`src/rtl/core/scc_ram.sv`:
```
module scc_ram #(
    parameter int WIDTH = 8,
    parameter int DEPTH = 16
) (
    input  logic                     clk,
    input  logic                     we,
    input  logic [$clog2(DEPTH)-1:0] waddr,
    input  logic [WIDTH-1:0]         wdata,
    input  logic [$clog2(DEPTH)-1:0] raddr,
    output logic [WIDTH-1:0]         rdata
);

    logic [WIDTH-1:0] mem [DEPTH];
    logic [WIDTH-1:0] rdata_reg;

    always_ff @(posedge clk)
    begin
        if (we)
        begin
            mem[waddr] <= wdata;
        end
        rdata_reg <= mem[raddr];
    end

    assign rdata = rdata_reg;

endmodule

```
`config.mk`:
```
export PLATFORM = sky130hd
export DESIGN_NAME = scc_ram
export DESIGN_NICKNAME = d
export VERILOG_FILES = /design/src/rtl/core/scc_ram.sv
export SDC_FILE = /design/constraint.sdc
export NUM_CORES = 1
export LEC_CHECK = 0
export BUFFER_PORTS_ARGS = -buffer_cell sky130_fd_sc_hd__buf_4
export CELL_PAD_IN_SITES_DETAIL_PLACEMENT = 0
export CELL_PAD_IN_SITES_GLOBAL_PLACEMENT = 1
export CORE_ASPECT_RATIO = 0.7
export CORE_MARGIN = 3
export CORE_UTILIZATION = 48
export DETAILED_ROUTE_END_ITERATION = 7
export HOLD_SLACK_MARGIN = 0.02
export PLACE_DENSITY_LB_ADDON = 0.1
export SLEW_MARGIN = 20
export SYNTH_ARGS = -nofsm -noshare
export SYNTH_HDL_FRONTEND = slang
export SYNTH_SLANG_ARGS = --single-unit
```
`constraint.sdc`:
```
create_clock -name clk -period 1.74 [get_ports clk]
set_input_delay 0.348 -clock clk [delete_from_list [all_inputs] [get_ports clk]]
set_output_delay 0.348 -clock clk [all_outputs]
set_load 0.02 [all_outputs]
```
Word-level counts from Yosys, hierarchy flattened
Memory sizes are Yosys's and may differ from the RTL's. A register that Yosys moved wholly into a read port is not among the register bits.
Index checks and enable logic that the tools add are counted.
- register bits: 0
- latch bits: 0
- RAM bits: 128
- bits in read-only memories: 0
- output and inout bits: 8
- logic and storage cells: 3
- memories kept: 1
- memories (name ; depth ; bits a word ; rd ports ; clocked after memory_dff ; write ports ; line ; text):
    mem ; 16 ; 8 ; 1 ; 1 ; 1 ; 13 ; logic [WIDTH-1:0] mem [DEPTH];
- add/sub/neg operators: 0
- $mul: 0
- div/mod/pow operators: 0
- magnitude comparators: 0
- eq/ne operators: 0
- shift operators: 0
- multiplexer cells: 2
- bitwise gates (word level): 0
- reductions and logical operators: 0
- operators with widths (operator ; count):
    1-bit two-way mux ; 2

Longest topological paths before layout
- depth in word-level cells: 2
- mapped depth: 5
- mapped depth without buffers: 3

Least setup slack after synthesis
No wires, ideal clock.
- kind: input-to-reg
- start: in waddr[2]
- end: mem mem[0][0] (enable)
- data arrival time: 1.458 ns
- required time: 1.357 ns
- path slack: -0.101 ns
- stages: 2
- path buffers: 0
- cell sequence: or3b_2 nor3_1
- RTL lines (element ; line ; text):
    start: declaration ; 7 ; input logic [$clog2(DEPTH)-1:0] waddr,
    end: declaration ; 13 ;
Straight into the memory's write port.

==> metrics <==
final number of max-transition violations=0; share of total power in the clock network=0.458; Worst Tran Pin Value=861 ps; sequential power share=0.490; cell-internal power=0.00606 W; RSZ-0062 raised after global routing=no; final setup vio count=0; ordered cell list for the critical path=mux4_2 > a22oi_1 > nand2_1; Final Hold Fails=0; switching power=0.00147 W; power density cells=1210 nW/um^2; Fill cells=729; CP max stage delay=450 ps; Fin Setup TNS=0 ps; Avg Cell Area, Syn=22.5 um^2; Max Used Layer=met4; per-cell routed wire length=22.5 um; Worst path slowest cell=mux4_2; FF+latch area=4000 um^2; status=complete, no violations; WL met3=536 um; final WL=9530 um; number of synthesized flops with an enable pin=128; CP required=2020 ps; Leak Pwr=2.12 nW; antenna violations before repair=0; Via Count=2,378; clock buffer count from CTS=17; clk sinks=136; Async SR Flop Fraction=0; Fin Clk Skew=8.29 ps; worst skew pair latency=410 ps; via/cell ratio=5.61; design area=6190 um^2; Gate power share=0.052; Sw Share=0.195; Hold WC Path Type=primary input to register; PortBufs=25; Mapped Cells=229; Area Growth Syn to Fin=20.3%; WP data arrival=1590 ps; DP HPWL=6230 um; TritonRoute pass-1 iters=5; Die Y=92.6 um; CTS root buf=clkbuf_16; min Tclk post-route=1310 ps; FP Rows=30; Iter 0 DRT Violations=205; Final nets=303; period utilization=0.755; Placed Instance Area=5630 um^2; critical-path maximum fanout=1; Slew HR=0.425; die area=12,000 um^2; Yosys cell types=19; fraction of layout cells with a size suffix above 1=0.311; DRT met1 WL=4570 um; Mapped Area=5150 um^2; Mapped Nets=247; max FFs per register=128; antenna-violating nets left=0; VDD IR max=938 uV; Die X=130 um; delay-heaviest family, CP=multiplexers; CTS resizes=0; setup bufs post-CTS=0; effective utilization at floorplan=0.512; largest net degree at the start of global routing=17; GRT Total Usage=0.177; multi-input logic area=1060 um^2; hold_buf cts=0; CP Capture Type=register; Synth warnings=0; first-pass GRT wire length=14,800 um; ys flop type=edfxtp_1; clk buf depth=2; met2 WL=4360 um; CTS tree=yes; ant diodes=0; vias in the first global route=2,426; synthesized flop and latch total=136; Fmax=761 MHz; GRT overflow=0; Routability Congestion=0.687; Worst Path Buf+Inv=0; IO Pins=26; register area share after synthesis=0.778; DRC viols=0; CP Launch Type=register; Clk pin slew, worst setup/hold paths=60 ps; Core ar.=10,100 um^2; MaxCap Viol Count=0; H-tree Lvls=4; Crit Path Class=register to register
cells in the final DEF (no fill, tap or decap):
cell type and count:
a22oi_1 16, and2_1 1, and2b_1 1, buf_12 4, buf_4 43, bufinv_16 3
clkbuf_1 2, clkbuf_16 17, clkinv_1 3, clkinv_2 3, clkinv_4 1, clkinvlp_4 1
dfxtp_1 8, edfxtp_1 128, mux4_1 14, mux4_2 18, nand2_1 9, nand2b_1 2
nand3_1 1, nand3b_1 2, nor2_1 13, nor2b_1 1, nor3_1 3, nor3_2 1
or3b_2 1
stage by stage:
step | hold WS (ps) | util | cells | power, W | setup WS (ps)
floorplan | 447 | - | 229 | 0.00396 | 126
global placement | 657 | 0.560 | 394 | 0.00415 | 7.69
detailed placement | 666 | 0.560 | 394 | 0.00415 | 32.4
CTS | 240 | 0.616 | 424 | 0.00758 | 402
global route | 243 | 0.616 | 424 | 0.00777 | 353
finish | 244 | 0.616 | 424 | 0.00752 | 426
power by group through the flow:
stage               Combinational [W]  Clock (W)  Sequential (W)
floorplan                    0.000186          0         0.00377
global placement             0.000396          0         0.00375
detailed placement           0.000399          0         0.00376
CTS                          0.000400    0.00349         0.00369
global route                 0.000426    0.00365         0.00369
finish                       0.000390    0.00345         0.00369
final timing paths:
path | startpoint | to | slack, ps | cells past startpoint
worst max-delay path | mem[8][6] | rdata[6] | 430 | 3
worst min-delay path | wdata[2] | mem[7][2] | 240 | 1
worst max register to register | mem[8][6] | rdata[6] | 430 | 3
worst min register to register | mem[12][3] | rdata[3] | 670 | 3
metal layers:
| layer | up-vias | global-route usage |
|---|---|---|
| met2 | 60 | 0.242 |
| met3 | 4 | 0.0490 |
| met5 | - | 0 |
| li1 | 1083 | - |
| met1 | 1231 | 0.271 |
| met4 | 0 | 0.0675 |
logic make-up (layout without fill, tap and decap cells):
kind of cell | Yosys count | after routing | share of synthesized area
mux | 32 | 32 | 0.150
flops | 136 | 136 | 0.778
simple gates | 35 | 35 | 0.0318
buf+inv | 10 | 77 | 0.0168
compound gates | 16 | 16 | 0.0233
cell usage after synthesis, types with 3 or more instances:
library cell,count,area [um^2]
buf_6,3,33.8
buf_2,3,15.0
edfxtp_1,128,3840
nor3_1,4,20.0
clkdlybuf4s25_2,3,30.0
mux4_1,14,368
nand2_1,9,33.8
dfxtp_1,8,160
nor2_1,13,48.8
a22oi_1,16,120
mux4_2,18,405
area by class of cell:
type / instances / share of cell area
repair buffers: 47 / 0.0650
well taps: 128 / 0.0259
multi-input cells: 83 / 0.171
clock inverters: 11 / 0.0214
clock buffers: 19 / 0.0699
flip-flops and latches: 136 / 0.646
Power figures use the tool's default switching activity.
